===== config.mk =====
export PLATFORM = sky130hd
export DESIGN_NAME = hpp_regs
export DESIGN_NICKNAME = d
export VERILOG_FILES = /design/src/rtl/core/hpp_pkg.sv /design/src/rtl/core/hpp_regs.sv
export SDC_FILE = /design/constraint.sdc
export NUM_CORES = 1
export LEC_CHECK = 0
export BUFFER_PORTS_ARGS = -buffer_cell sky130_fd_sc_hd__buf_4
export CORE_MARGIN = 2
export CORE_UTILIZATION = 50
export CTS_CLUSTER_DIAMETER = 80
export DETAILED_ROUTE_END_ITERATION = 8
export GPL_ROUTABILITY_DRIVEN = 0
export HOLD_SLACK_MARGIN = 0.02
export PLACE_DENSITY = 0.9
export SLEW_MARGIN = 20
export SYNTH_ARGS = -nofsm -noshare
export SYNTH_HDL_FRONTEND = slang
export SYNTH_SLANG_ARGS = --single-unit

===== constraint.sdc =====
create_clock -name i_clk -period 3.32 [get_ports i_clk]
set_input_delay 0.166 -clock i_clk [delete_from_list [all_inputs] [get_ports i_clk]]
set_output_delay 0.166 -clock i_clk [all_outputs]
set_load 0.02 [all_outputs]

===== src/rtl/core/hpp_pkg.sv =====
// Shared types and constants for the homography point projection block.
package hpp_pkg;

    localparam int FRAC_BITS_DEF = 16;                 // Q16.16 by default
    localparam int WORD_W        = 32;                 // every field and register
    localparam int NREGS         = 8;                  // h22 is fixed at 1.0
    localparam int REG_IDX_W     = $clog2(NREGS);
    localparam int PROD_W        = 2 * WORD_W;         // full 32x32 product
    localparam int QB_W          = WORD_W + 1;         // quotient bits kept by the divider

    localparam int MAC_STAGES    = 3;                  // product, pair sum, row sum
    localparam int DIV_STAGES    = QB_W + 3;           // abs, range check, one per bit, clamp
    localparam int LATENCY       = MAC_STAGES + DIV_STAGES;

    typedef enum logic [REG_IDX_W-1:0] {
        REG_H00,
        REG_H01,
        REG_H02,
        REG_H10,
        REG_H11,
        REG_H12,
        REG_H20,
        REG_H21
    } t_reg_idx;

    typedef logic [WORD_W-1:0] t_word;
    typedef t_word [NREGS-1:0] t_hmat;

    typedef struct packed {
        logic valid;
        logic at_inf;
        logic sat;
    } t_res_flags;

endpackage


===== src/rtl/core/hpp_regs.sv =====
// Matrix register file, written through the plain configuration port.
module hpp_regs #(
    parameter int FRAC_BITS = hpp_pkg::FRAC_BITS_DEF
) (
    input  logic                           i_clk,
    input  logic                           i_rst_n,
    input  logic                           i_cfg_we,
    input  logic [hpp_pkg::REG_IDX_W-1:0]  i_cfg_idx,
    input  hpp_pkg::t_word                 i_cfg_data,
    output hpp_pkg::t_hmat                 o_h
);
    import hpp_pkg::*;

    localparam t_word ONE = t_word'(1) << FRAC_BITS;

    function automatic t_hmat h_identity();
        t_hmat m;
        m          = '0;
        m[REG_H00] = ONE;
        m[REG_H11] = ONE;
        return m;
    endfunction

    localparam t_hmat H_RESET = h_identity();

    t_hmat r_h;

    // identity after reset
    always_ff @(posedge i_clk) begin
        if (!i_rst_n) begin
            r_h <= H_RESET;
        end else if (i_cfg_we) begin
            r_h[i_cfg_idx] <= i_cfg_data;
        end
    end

    assign o_h = r_h;

endmodule


; ---- Word level (Yosys, flattened, before mapping)
; Cells that the tools add are included.
[word_totals]
ff_bits = 256
inputBits = 38
out_inout_bits = 256
wordCells = 14
[classes]
magnitude_cmp = 2
muxes = 3
reduce_logical = 1
[ops]
columns = op, n
row1 = 256-bit bitwise mux, 1
row2 = 32-bit demux with 3-bit select, 1
row3 = 32-bit two-way mux, 1
row4 = 3-bit by 4-bit less-than comparator with 1-bit output (second input constant), 1
row5 = 3-bit by 1-bit >= comparator with 1-bit output (second input constant), 1
row6 = 1-bit logical AND, 1

; ---- Depth between registers and ports, before layout
; Gate-level depths: netlist of run 1.
[depth]
depth_word = 5
ltp_mapped = 5
depth_no_buf = 2

; ---- Worst setup path before layout of run 1
; OpenSTA, ideal clock, no wires.
[synth_path]
path_type = input to register
startpoint = input i_cfg_idx[1] (netlist name)
endpoint = register r_h (netlist bit o_h[0])
setup_ns = 0.073
t_arrival_ns = 1.117
required_ns = 3.247
path_slack_ns = 2.130
path_stages = 4
n_path_buf = 2
cell_sequence = buf_4 -> nor4b_4 -> buf_6 -> mux2i_1
[synth_between]
elab_chain_cells = 5
elab_cells_between_ends = 6
cone_classes = order compare: 2 / mux: 3 / reduce/logical: 1
[synth_rtl]
columns = element, line
row1 = start: declaration, hpp_regs.sv:8  ; input logic [hpp_pkg::REG_IDX_W-1:0] i_cfg_idx,
row2 = 3-bit by 4-bit less-than comparator with 1-bit output (implied by the code) / 3-bit by 1-bit >= comparator with 1-bit output (equally long branches), hpp_regs.sv:33  ; r_h[i_cfg_idx] <= i_cfg_data;
row3 = 1-bit logical AND (implied by the code), hpp_regs.sv:33
row4 = 32-bit two-way mux (implied by the code), hpp_regs.sv:33
row5 = 32-bit demux with 3-bit select (*), hpp_regs.sv:33
row6 = 256-bit bitwise mux (*), hpp_regs.sv:33
row7 = end signal: indexed assignment, hpp_regs.sv:33
row8 = end: declaration, hpp_regs.sv:26  ; t_hmat r_h;
; Mark *: on every way between the ends. The rest lies on a longest branch, timed or not.
; A chain may end at the register's enable or synchronous reset.

; ---- Worst setup path after layout of run 1
[layout_path]
startpoint = input i_cfg_idx[1] (netlist name)
endpoint = register r_h (netlist bit o_h[178])
; The elaborated chain is that of the path after synthesis.

==> results of run 1 <==
cell families after synthesis:
logic type	Yosys count	synth area share, %
DFF	256	55.65
muxes	256	27.83
buffers and inverters	63	3.682
and+or+nand+nor	297	12.84
metrics by stage:
step                      instance area (sq um)  instances  power, mW  util [%]  setup slack [ns]
after global routing                      12420       1393      6.737     68.93             1.783
final                                     12420       1393      6.564     68.93             1.832
after global placement                    11550       1345      3.742     64.10             1.371
after CTS                                 12420       1393      6.601     68.93             1.882
after floorplan                            9209        872      3.533         -             2.130
after detailed placement                  11550       1345      3.753     64.10             1.336
layer usage:
| metal | GRT usage (%) | up-vias |
|---|---|---|
| li1 | - | 3415 |
| met1 | 30.18 | 3510 |
| met2 | 44.83 | 258 |
| met3 | 4.577 | 55 |
| met4 | 8.632 | 0 |
| met5 | 0 | - |
timing repair:
action | 4_1_cts | 5_1_grt
hold buffers | 1 | 0
buffers inserted | 0 | 0
endpoints found under the hold margin | 2 | 0
power by group:
| group | switching [mW] | internal [mW] | total [mW] | leakage, nW |
|---|---|---|---|---|
| clock | 1.17 | 1.71 | 2.87 | 0.430 |
| sequential | 0.0377 | 3.14 | 3.18 | 2.07 |
| combinational | 0.314 | 0.198 | 0.512 | 4.14 |
cells in the final DEF, fill, tap and decap left out:
master	Yosys	final
buf_12	0	3
buf_4	11	303
clkbuf_1	21	5
clkbuf_16	0	27
clkbuf_8	0	11
clkinv_2	0	4
clkinv_4	0	1
dfxtp_1	256	256
dlygate4sd3_1	0	1
mux2i_1	256	256
nand2_1	286	286
nand4_1	1	1
nand4b_1	3	3
nand4bb_4	0	3
nor2b_1	3	3
nor4b_4	1	1
worst min-delay path, stage by stage:
cell and delay (ns):
buf_4 0.07, nand2_1 0.17, mux2i_1 0.17
worst max-delay path by stage:
| stage | end | slack [ns] | from |
|---|---|---|---|
| 6_report | o_h[178]$_SDFFE_PN0P_ | 1.83 | i_cfg_idx[1] |
| 5_1_grt | o_h[183]$_SDFFE_PN0P_ | 1.78 | i_cfg_idx[1] |
| 4_1_cts | o_h[183]$_SDFFE_PN0P_ | 1.88 | i_cfg_idx[1] |
| 2_1_floorplan | o_h[0]$_SDFFE_PN0P_ | 2.13 | i_cfg_idx[1] |
| 3_5_place_dp | o_h[179]$_SDFFE_PN0P_ | 1.34 | i_cfg_idx[1] |
| 3_3_place_gp | o_h[191]$_SDFFE_PN0P_ | 1.37 | i_cfg_idx[1] |
area by class of cell:
class | count | area, sq um
multi-input cells | 553 | 3794
repair buffers | 308 | 2359
fillers | 1297 | 5600
clock inverters | 5 | 28.78
well taps | 229 | 286.5
clock buffers | 42 | 832.0
flip-flops and latches | 256 | 5125
==> results by group, run 1 <==
Logic synthesis
  – Synth top cells by count: nand2_1, dfxtp_1, mux2i_1
  – Ys Warns: 0
  – Net Count, Synth: 910
  – Seq/Total Area, Yosys: between 50% and 60%
  – Gate count of the mapped netlist: between 800 and 900
  – Most instantiated library cell after synthesis: nand2_1
  – Prevailing post-synth register cell: dfxtp_1
  – Synthesized area per cell: 10.56 sq um
  – Number of flops mapped to enable cells by yosys: 0
  – Area leader, netlist: dfxtp_1
  – Synth Register Bits: approximately 260
  – FFs w/ async S/R, synth: 0%
  – Netlist cell types: 13
  – Top cells by area, synth: dfxtp_1, mux2i_1, nand2_1, buf_2, buf_4
  – Post-Syn Area: 9209 sq um
  – Area share of the largest cell type after synthesis: between 50% and 60%

Detailed routing
  – Post-route ant nets: 0
  – Drt pass-1 iters: 5
  – DR iter-0 viols: about 300
  – DR top layer: met4
  – Routed met1 length: 10330 um
  – Vias: a little over 7k
  – Drt via density: 5.196
  – Total Routed Length: 25780 um
  – Routed wire length on met2: between 10000 and 15000 um
  – Met3 wire len: between 1500 and 2000 um
  – Routed WL per cell: approximately 19 um
  – Residual DRC: 0

Critical path
  – Slowest stage cell, crit path: nand4b_1
  – RR Endpoint: o_h[41]$_SDFFE_PN0P_
  – Most used cell, CP: buf_4
  – Max incr delay on CP: slightly above 0.8 ns
  – Worst EP arrival: approximately 1.9 ns
  – Worst r2r src: o_h[41]$_SDFFE_PN0P_
  – Setup Crit Path Kind: input port to register
  – R2R setup slack: about 2.6 ns
  – Critical path startpoint category: input port
  – Worst EP required: between 3 and 4 ns
  – R2R cell count: 2
  – Crit Path Max Fanout: 15
  – Worst path top cell family by delay: simple AND/OR/NAND/NOR gates
  – Stages on the worst setup path: 4
  – Cell Chain, Critical Path: buf_4 -> nand4b_1 -> buf_4 -> mux2i_1
  – WP buf/inv: 2
  – CP endpoint kind: register

Clock network
  – Root Buffer Master: clkbuf_16
  – Worst-Skew Late Latency: roughly 0.5 ns
  – Max clock buf depth: 3
  – CTS buffer count: 26
  – Clk sinks: between 200 and 300
  – Post-cts sizing count: 0
  – H-tree Lvls: 1
  – TritonCTS clock tree: built
  – Clock Pin Slew Worst Setup and Hold Paths: ~0.06 ns

STA
  – Final Slew Violations: 0
  – Final Skew: 0 ns
  – Max Freq: about 670 MHz
  – Relative slew slack: a little under a third
  – Final Hold Fails: 0
  – Tcrit/Tclk final: between 40 and 50%
  – WHS: between 0.1 and 0.15 ns
  – Setup TNS: 0 ns
  – Actual slew at the worst max-slew pin: 1.020 ns
  – # setup viols final: 0
  – RSZ-0062 raised after global routing: no
  – Final min period: between 1 and 1.5 ns

Floorplan
  – Chip Width: 139.7 um
  – FP Rows: 49
  – Starting density of the core: about half
  – Die Y: between 100 and 150 um
  – Ports: about 290
  – Die ar.: about 20000 sq um
  – Std-Cell Core Area: approximately 18000 sq um

Finish
  – Share of layout cells above drive strength 1: between 30% and 40%
  – Nets: around 1.2k
  – ANT cells: 0
  – Area grow syn2layout: 34.92%
  – Largest register FFs: 256

Run
  – Max-cap viol count: 0

Worst hold path
  – Worst Hold End: o_h[175]$_SDFFE_PN0P_
  – Worst Min Path Start: i_cfg_data[15]
  – Worst hold path type: input port to register
  – Worst hold path depth: 3

Place
  – Detailed placement HPWL: around 17000 um
  – # port buffers: 293

Global route
  – First-pass GRT wire length: between 30000 and 40000 um
  – Antenna violations before repair: 0
  – Vias in the first global route: 7277
  – Gr ovfl total: 0
  – GRT Util Overall: about a quarter
  – Largest net degree at the start of global routing: 110

Outcome
  – Outcome: finished clean

Pwr
  – Leakage: between 6 and 7 nW
  – P per Cell Area: between 500 and 600 nW/um^2
  – VDD IR max: about 0.46 mV
No activity file was read; power rests on OpenSTA's default activity.
==> inputs of run 2 (changes only) <==
Settings changed: ABC_AREA set to 1, CORE_UTILIZATION 50 to 47, PLACE_DENSITY 0.9 to 0.88.
Clock period 3.32 ns to 1.3 ns, I/O delays scaled along.
==> run 2 against run 1 <==
- sequential share of layout area down 3.4 points
- clock power rose to 2.8 times the previous value
- via count is 43% higher
- sequential cell count stayed put
- count of clock-buffer cells in the layout shrank 4
- first-iteration DRC count increased to 2.9 times the previous value
- routed wire length increased by 29%
- die area rose by 14%
- cell area up 9.1%
- cell count increased by 42%
- register-to-register slack worse by 1.9 ns
- largest cell class unchanged
==> results by group, run 2 <==
Logic synthesis
  – Number of flops mapped to enable cells by yosys: 0 (unchanged)
  – Area share of the largest cell type after synthesis: 51.68% (-4.0 points)
  – Top cells by area, synth: dfxtp_1, nor2_1, nand3_1, nand2_1, buf_2
  – Netlist cell types: 10 (-3)
  – Simple-gate share of the synthesized area: 42.35% (+30 points)
  – Area leader, netlist: dfxtp_1
  – Most instantiated library cell after synthesis: nor2_1
  – Post-synthesis xor/xnor area fraction: 0% (unchanged)
  – Gate count of the mapped netlist: 1436 (+65%)
  – Seq/Total Area, Yosys: 51.68% (-4.0 points)
  – Largest family of logic cells by synthesized area: simple AND/OR/NAND/NOR gates
  – Post-Syn Area: 9916 sq um (+7.7%)
  – Post-synthesis mux area share: 0% (-28 points)
  – Net Count, Synth: 1474 (+62%)
  – Ys Warns: 0 (unchanged)
  – Synth Register Bits: 256 (unchanged)
  – Synthesized area per cell: 6.905 sq um (-35%)
  – Synth top cells by count: nor2_1, nand2_1, dfxtp_1
  – Post-Synth Adder-Cell Area: 0% (unchanged)
  – FFs w/ async S/R, synth: 0% (unchanged)
  – Prevailing post-synth register cell: dfxtp_1
  – Compound-Gate Fraction of Synth Area: 0% (unchanged)

Floorplan
  – Std-Cell Core Area: 20890 sq um (+16%)
  – Chip Width: 149.3 um (+6.8%)
  – Die Y: 149.3 um (+6.8%)
  – Starting density of the core: 47.47% (-3.6 points)
  – FP Rows: 53 (+8.2%)
  – Ports: 294 (unchanged)
  – Die ar.: 22280 sq um (+14%)

STA
  – Max Freq: 870.3 MHz
  – # setup viols final: 0 (unchanged)
  – Relative slew slack: 64.38% (+33 points)
  – Final Skew: 0 ns (unchanged)
  – Tcrit/Tclk final: 88.38%
  – RSZ-0062 raised after global routing: no
  – Final min period: between 1 and 1.5 ns
  – Setup TNS: 0 ns (unchanged)
  – Final Slew Violations: 0 (unchanged)
  – Final Hold Fails: 0 (unchanged)
  – Actual slew at the worst max-slew pin: 0.5338 ns (-0.4862 ns)
  – WHS: 0.03622 ns (-0.07983 ns)

Pwr
  – Sw power: 4.806 mW (+220%)
  – VDD IR max: 0.8163 mV (+78%)
  – Logic gate share of total power: 12.4% (+4.6 points)
  – Leakage: 6.316 nW (-4.9%)
  – Overall power: 18.67 mW (+180%)
  – Net Sw Frac: 25.74% (+2.6 points)
  – P per Cell Area: 1378 nW/um^2 (+160%)
  – Clock Power Share: 43.2% (-0.6 points)
  – Internal Power: 13.87 mW (+170%)
  – Seq pwr share: 44.4% (-4.0 points)

Clock network
  – Clock Pin Slew Worst Setup and Hold Paths: 0.06 ns (about the same)
  – Post-cts sizing count: 0 (unchanged)
  – Max clock buf depth: 3 (unchanged)
  – # Post-CTS Setup Buffers: 0 (unchanged)
  – Worst-Skew Late Latency: 0.51 ns (about the same)
  – Hold_buf cts: 6 (+5)
  – H-tree Lvls: 1 (unchanged)
  – Clk sinks: 256 (unchanged)
  – TritonCTS clock tree: built
  – CTS buffer count: 26 (unchanged)
  – Root Buffer Master: clkbuf_16

Place
  – Post-Place Cell Area: 12550 sq um (+8.6%)
  – Placed cells: 1931 (+44%)
  – Detailed placement HPWL: 21340 um (+27%)
  – # port buffers: 293 (unchanged)

Critical path
  – WP buf/inv: 1 (-1)
  – Setup Crit Path Kind: register to primary output
  – CP endpoint kind: primary output
  – Critical path startpoint category: register
  – Worst path top cell family by delay: flip-flops
  – Cell Chain, Critical Path: buf_4
  – Slowest stage cell, crit path: dfxtp_1
  – Max incr delay on CP: 0.39 ns (-0.44 ns)
  – Worst EP arrival: 1.08 ns (-0.78 ns)
  – Worst EP required: 1.24 ns (-2.45 ns)
  – Crit Path Max Fanout: 2 (-13)

Finish
  – Area grow syn2layout: 36.71%
  – Largest register FFs: 256 (unchanged)
  – Fillers: 1760 (+36%)
  – Commonest non-fill, non-tap cells in the layout: nor2_1, buf_4, nand2_1
  – Nets: 1728 (+46%)
  – Most common cell after layout, fill and taps aside: nor2_1
  – ANT cells: 0 (unchanged)
  – Post-route cell area: 13560 sq um (+9.1%)
  – Post-route insts no fill: 1985 (+42%)
  – Share of layout cells above drive strength 1: 22.16% (-8.2 points)

Detailed routing
  – Drt pass-1 iters: 6 (+1)
  – Drt via density: 5.209 (+0.24%)
  – Vias: 10.34k (+43%)
  – DR iter-0 viols: 863 (+190%)
  – Routed WL per cell: 16.77 um (-9.4%)
  – Residual DRC: 0 (unchanged)
  – Post-route ant nets: 0 (unchanged)
  – Total Routed Length: 33280 um (+29%)

Global route
  – First-pass GRT wire length: 50370 um (+27%)
  – GRT Util Overall: 28.63% (+3.6 points)
  – Largest net degree at the start of global routing: 75 (-32%)
  – Antenna violations before repair: 0 (unchanged)
  – Gr ovfl total: 0 (unchanged)
  – Vias in the first global route: 9610 (+32%)

Worst hold path
  – Worst hold path type: input port to register

Outcome
  – Outcome: finished clean

Run
  – Max-cap viol count: 0 (unchanged)
==> run 2: cell types whose count changed in the layout (fill, tap and decap cells not counted), sizes merged, moves of 2 or more <==
cell         delta
nand2          +12
nand4bb         -3
nor2b           -3
nand3         +224
clkinvlp        +2
nand4b          -3
nor2          +520
dlygate4sd3     +5
mux2i         -256
clkbuf          -4
buf            +13
inv            +38
bufinv          +3
==> run 2: cells by family (layout without fill, tap and decap cells) <==
logic type | after synthesis | in the layout
DFF | 256 | 256
buffers and inverters | 138 | 412
and+or+nand+nor | 1042 | 1042
==> run 2: final cells by class <==
| class | count | area, sq um | share of cell area [%] |
|---|---|---|---|
| sequential | 256 | 5125 | 37.81 |
| tap | 275 | 344.1 | 2.538 |
| clock buffer | 38 | 807.0 | 5.953 |
| inverter | 38 | 143.9 | 1.061 |
| timing repair buffer | 326 | 2719 | 20.06 |
| multi-input combinational | 1042 | 4277 | 31.55 |
| clock inverter | 10 | 140.1 | 1.034 |
==> run 2: per-layer routing <==
metal | track usage, % | routed length (um) | up-vias | part of all wire [%]
met4 | 14.10 | 1456 | 0 | 4.4
met5 | 0 | 0 | - | 0
li1 | - | - | 4950 | -
met2 | 46.98 | 15660 | 529 | 47
met3 | 6.636 | 3256 | 104 | 9.8
met1 | 35.45 | 12910 | 4756 | 39
==> run 2: final timing paths <==
| path | startpoint | end | slack [ns] | cells after the start |
|---|---|---|---|---|
| setup / recovery | o_h[99]$_SDFFE_PN0P_ | o_h[99] | 0.15 | 1 |
| hold / removal | i_cfg_data[19] | o_h[243]$_SDFFE_PN0P_ | 0.04 | 5 |
| setup reg to reg | o_h[209]$_SDFFE_PN0P_ | o_h[209]$_SDFFE_PN0P_ | 0.66 | 2 |
| hold reg to reg | o_h[159]$_SDFFE_PN0P_ | o_h[159]$_SDFFE_PN0P_ | 0.48 | 2 |
==> run 2: metrics by stage <==
stage                     setup slack (ns)  utilization [%]
after floorplan                     0.3635                -
after global placement              0.1916            60.07
after detailed placement            0.1394            60.07
after CTS                           0.1541            64.89
after global routing                0.1303            64.89
final                               0.1510            64.89
==> run 2: power groups by stage <==
| stage | sequential (mW) | combinational (mW) | clock [mW] |
|---|---|---|---|
| floorplan | 8.76 | 0.982 | 0 |
| finish | 8.29 | 2.32 | 8.07 |
| global placement | 8.45 | 2.23 | 0 |
| CTS | 8.29 | 2.30 | 8.15 |
| detailed placement | 8.46 | 2.28 | 0 |
| global route | 8.31 | 2.51 | 8.46 |
==> inputs of run 3 (changes only) <==
Settings changed: ABC_AREA 1 to not set, CORE_UTILIZATION 47 to 46, PLACE_DENSITY 0.88 to 0.87.
==> run 3 against run 2 <==
- non-clock buffer count grew 5
- utilization grew 0.46 points
- maximum frequency shrank 6.4%
- routed wire length shrank 21%
- clock power shrank 4.3%
- power shrank 7.9%
- worst setup slack lost 0.079 ns
- critical path depth grew 4
- sequential cell count is the same
- largest cell class unchanged
- worst hold slack gained 0.0019 ns
- cell count shrank 27%
==> results by group, run 3 (same netlist as run 1, synthesis figures left out) <==
Floorplan
  – FP Rows: 51 (-3.8%)
  – Die ar.: 21170 sq um (-5.0%)
  – Starting density of the core: 47.16% (-0.31 points)
  – Die Y: 145.5 um (-2.5%)
  – Chip Width: 145.5 um (-2.5%)
  – Std-Cell Core Area: 19530 sq um (-6.5%)
  – Ports: 294 (unchanged)

STA
  – Setup TNS: 0 ns (unchanged)
  – Final Hold Fails: 0 (unchanged)
  – RSZ-0062 raised after global routing: no
  – # setup viols final: 0 (unchanged)
  – Max Freq: 814.3 MHz (-6.4%)
  – Final Slew Violations: 0 (unchanged)
  – Setup ws final: 0.07194 ns (-0.07905 ns)
  – Actual slew at the worst max-slew pin: 0.4515 ns (-0.08225 ns)
  – Relative slew slack: 69.90% (+5.5 points)
  – Final min period: 1.228 ns (+0.07905 ns)
  – Final Skew: 0 ns (unchanged)
  – Tcrit/Tclk final: 94.47% (+6.1 points)

Worst hold path
  – Worst hold path type: input port to register

Clock network
  – H-tree Lvls: 1 (unchanged)
  – CTS buffer count: 25 (-3.8%)
  – Worst-Skew Late Latency: 0.51 ns (about the same)
  – TritonCTS clock tree: built
  – Max clock buf depth: 3 (unchanged)
  – Clk sinks: 256 (unchanged)
  – Root Buffer Master: clkbuf_16
  – Clock Pin Slew Worst Setup and Hold Paths: 0.06 ns (about the same)

Place
  – Detailed placement HPWL: 18050 um (-15%)
  – Pre-CTS setup slack: 0.1141 ns (-0.02537 ns)
  – Placed cells: 1400 (-27%)
  – Post-Place Cell Area: 11820 sq um (-5.8%)
  – # port buffers: 293 (unchanged)

Finish
  – ANT cells: 0 (unchanged)
  – Post-route insts no fill: 1450 (-27%)
  – Share of layout cells above drive strength 1: 31.65% (+9.5 points)
  – Commonest non-fill, non-tap cells in the layout: buf_4, nand2_1, mux2i_1, dfxtp_1, clkbuf_16
  – Post-route cell area: 12760 sq um (-5.9%)
  – Area of the multi-input gates: 3794 sq um (-11%)
  – Post-layout util: 65.35% (+0.46 points)
  – Largest register FFs: 256 (unchanged)
  – Most common cell after layout, fill and taps aside: buf_4
  – Area grow syn2layout: 38.57%
  – Nets: 1205 (-30%)
  – Fillers: 1525 (-13%)
  – Seq. cell area: 5125 sq um (unchanged)

Critical path
  – Crit Path Max Fanout: 45 (+43)
  – Cell Chain, Critical Path: dlygate4sd3_1 -> clkbuf_8 -> buf_12 -> nand2_1 -> mux2i_1
  – Setup Crit Path Kind: input port to register
  – Slowest stage cell, crit path: dlygate4sd3_1
  – Worst EP required: 1.72 ns (+0.48 ns)
  – Critical path startpoint category: input port
  – Worst EP arrival: 1.65 ns (+0.57 ns)
  – CP endpoint kind: register
  – Max incr delay on CP: 0.56 ns (+0.17 ns)

Global route
  – Vias in the first global route: 7446 (-23%)
  – First-pass GRT wire length: 41270 um (-18%)
  – Gr ovfl total: 0 (unchanged)
  – GRT Util Overall: 24.10% (-4.5 points)
  – Largest net degree at the start of global routing: 46 (-39%)
  – Antenna violations before repair: 0 (unchanged)

Pwr
  – P per Cell Area: 1349 nW/um^2 (-2.1%)
  – Leakage: 6.799 nW (+7.7%)
  – VDD IR max: 1.027 mV (+26%)

Detailed routing
  – DR iter-0 viols: 259 (-70%)
  – Drt pass-1 iters: 4 (-2)
  – Total Routed Length: 26460 um (-21%)
  – Routed WL per cell: 18.25 um (+8.8%)
  – Post-route ant nets: 0 (unchanged)
  – Drt via density: 5.086 (-2.4%)
  – Residual DRC: 0 (unchanged)
  – Vias: 7374 (-29%)

Outcome
  – Outcome: finished clean

Run
  – Max-cap viol count: 0 (unchanged)
[run 3: what timing repair did]
action,CTS,global route
buffers inserted,0,0
resized for setup,0,0
hold buffers,5,0
setup endpoints to repair,0,0
endpoints found under the hold margin,18,0
[run 3: critical path, delay by kind of cell]
kind	cells	cell delay, ns
buffers and inverters	3	1.00
muxes	1	0.26
and+or+nand+nor	1	0.29
[run 3: routing by layer]
metal / GRT usage [%] / vias to the layer above / share of wire [%]
met2: 43.13 / 254 / 50
met4: 8.382 / 0 / 3.7
met5: 0 / - / 0
met1: 28.31 / 3580 / 40
li1: - / 3478 / -
met3: 5.643 / 62 / 6.4
[run 3: final timing paths]
| check | cells past startpoint | slack (ns) | to | start |
|---|---|---|---|---|
| worst min-delay path | 3 | 0.04 | o_h[33]$_SDFFE_PN0P_ | i_cfg_data[1] |
| worst min register to register | 2 | 0.46 | o_h[31]$_SDFFE_PN0P_ | o_h[31]$_SDFFE_PN0P_ |
| worst max register to register | 2 | 0.59 | o_h[226]$_SDFFE_PN0P_ | o_h[226]$_SDFFE_PN0P_ |
| worst max-delay path | 5 | 0.07 | o_h[214]$_SDFFE_PN0P_ | i_rst_n |
[run 3: through the flow]
step / hold slack, ns / power [mW]
global placement: 0.3600 / 9.616
finish: 0.03815 / 17.21
CTS: 0.02007 / 17.36
detailed placement: 0.3746 / 9.645
floorplan: 0.2354 / 9.023
global route: 0.05951 / 17.75
[run 3: area by class of cell]
cell class / instances / area share [%]
clock buffer: 32 / 5.657
clock inverter: 13 / 1.353
multi-input combinational: 553 / 29.73
sequential: 256 / 40.16
tap: 265 / 2.598
timing repair buffer: 331 / 20.50
[run 3: power by group]
part           switching, mW  internal (mW)
registers             0.0967           8.02
logic                  0.825          0.552
clock network           3.01           4.71
total                   3.93           13.3
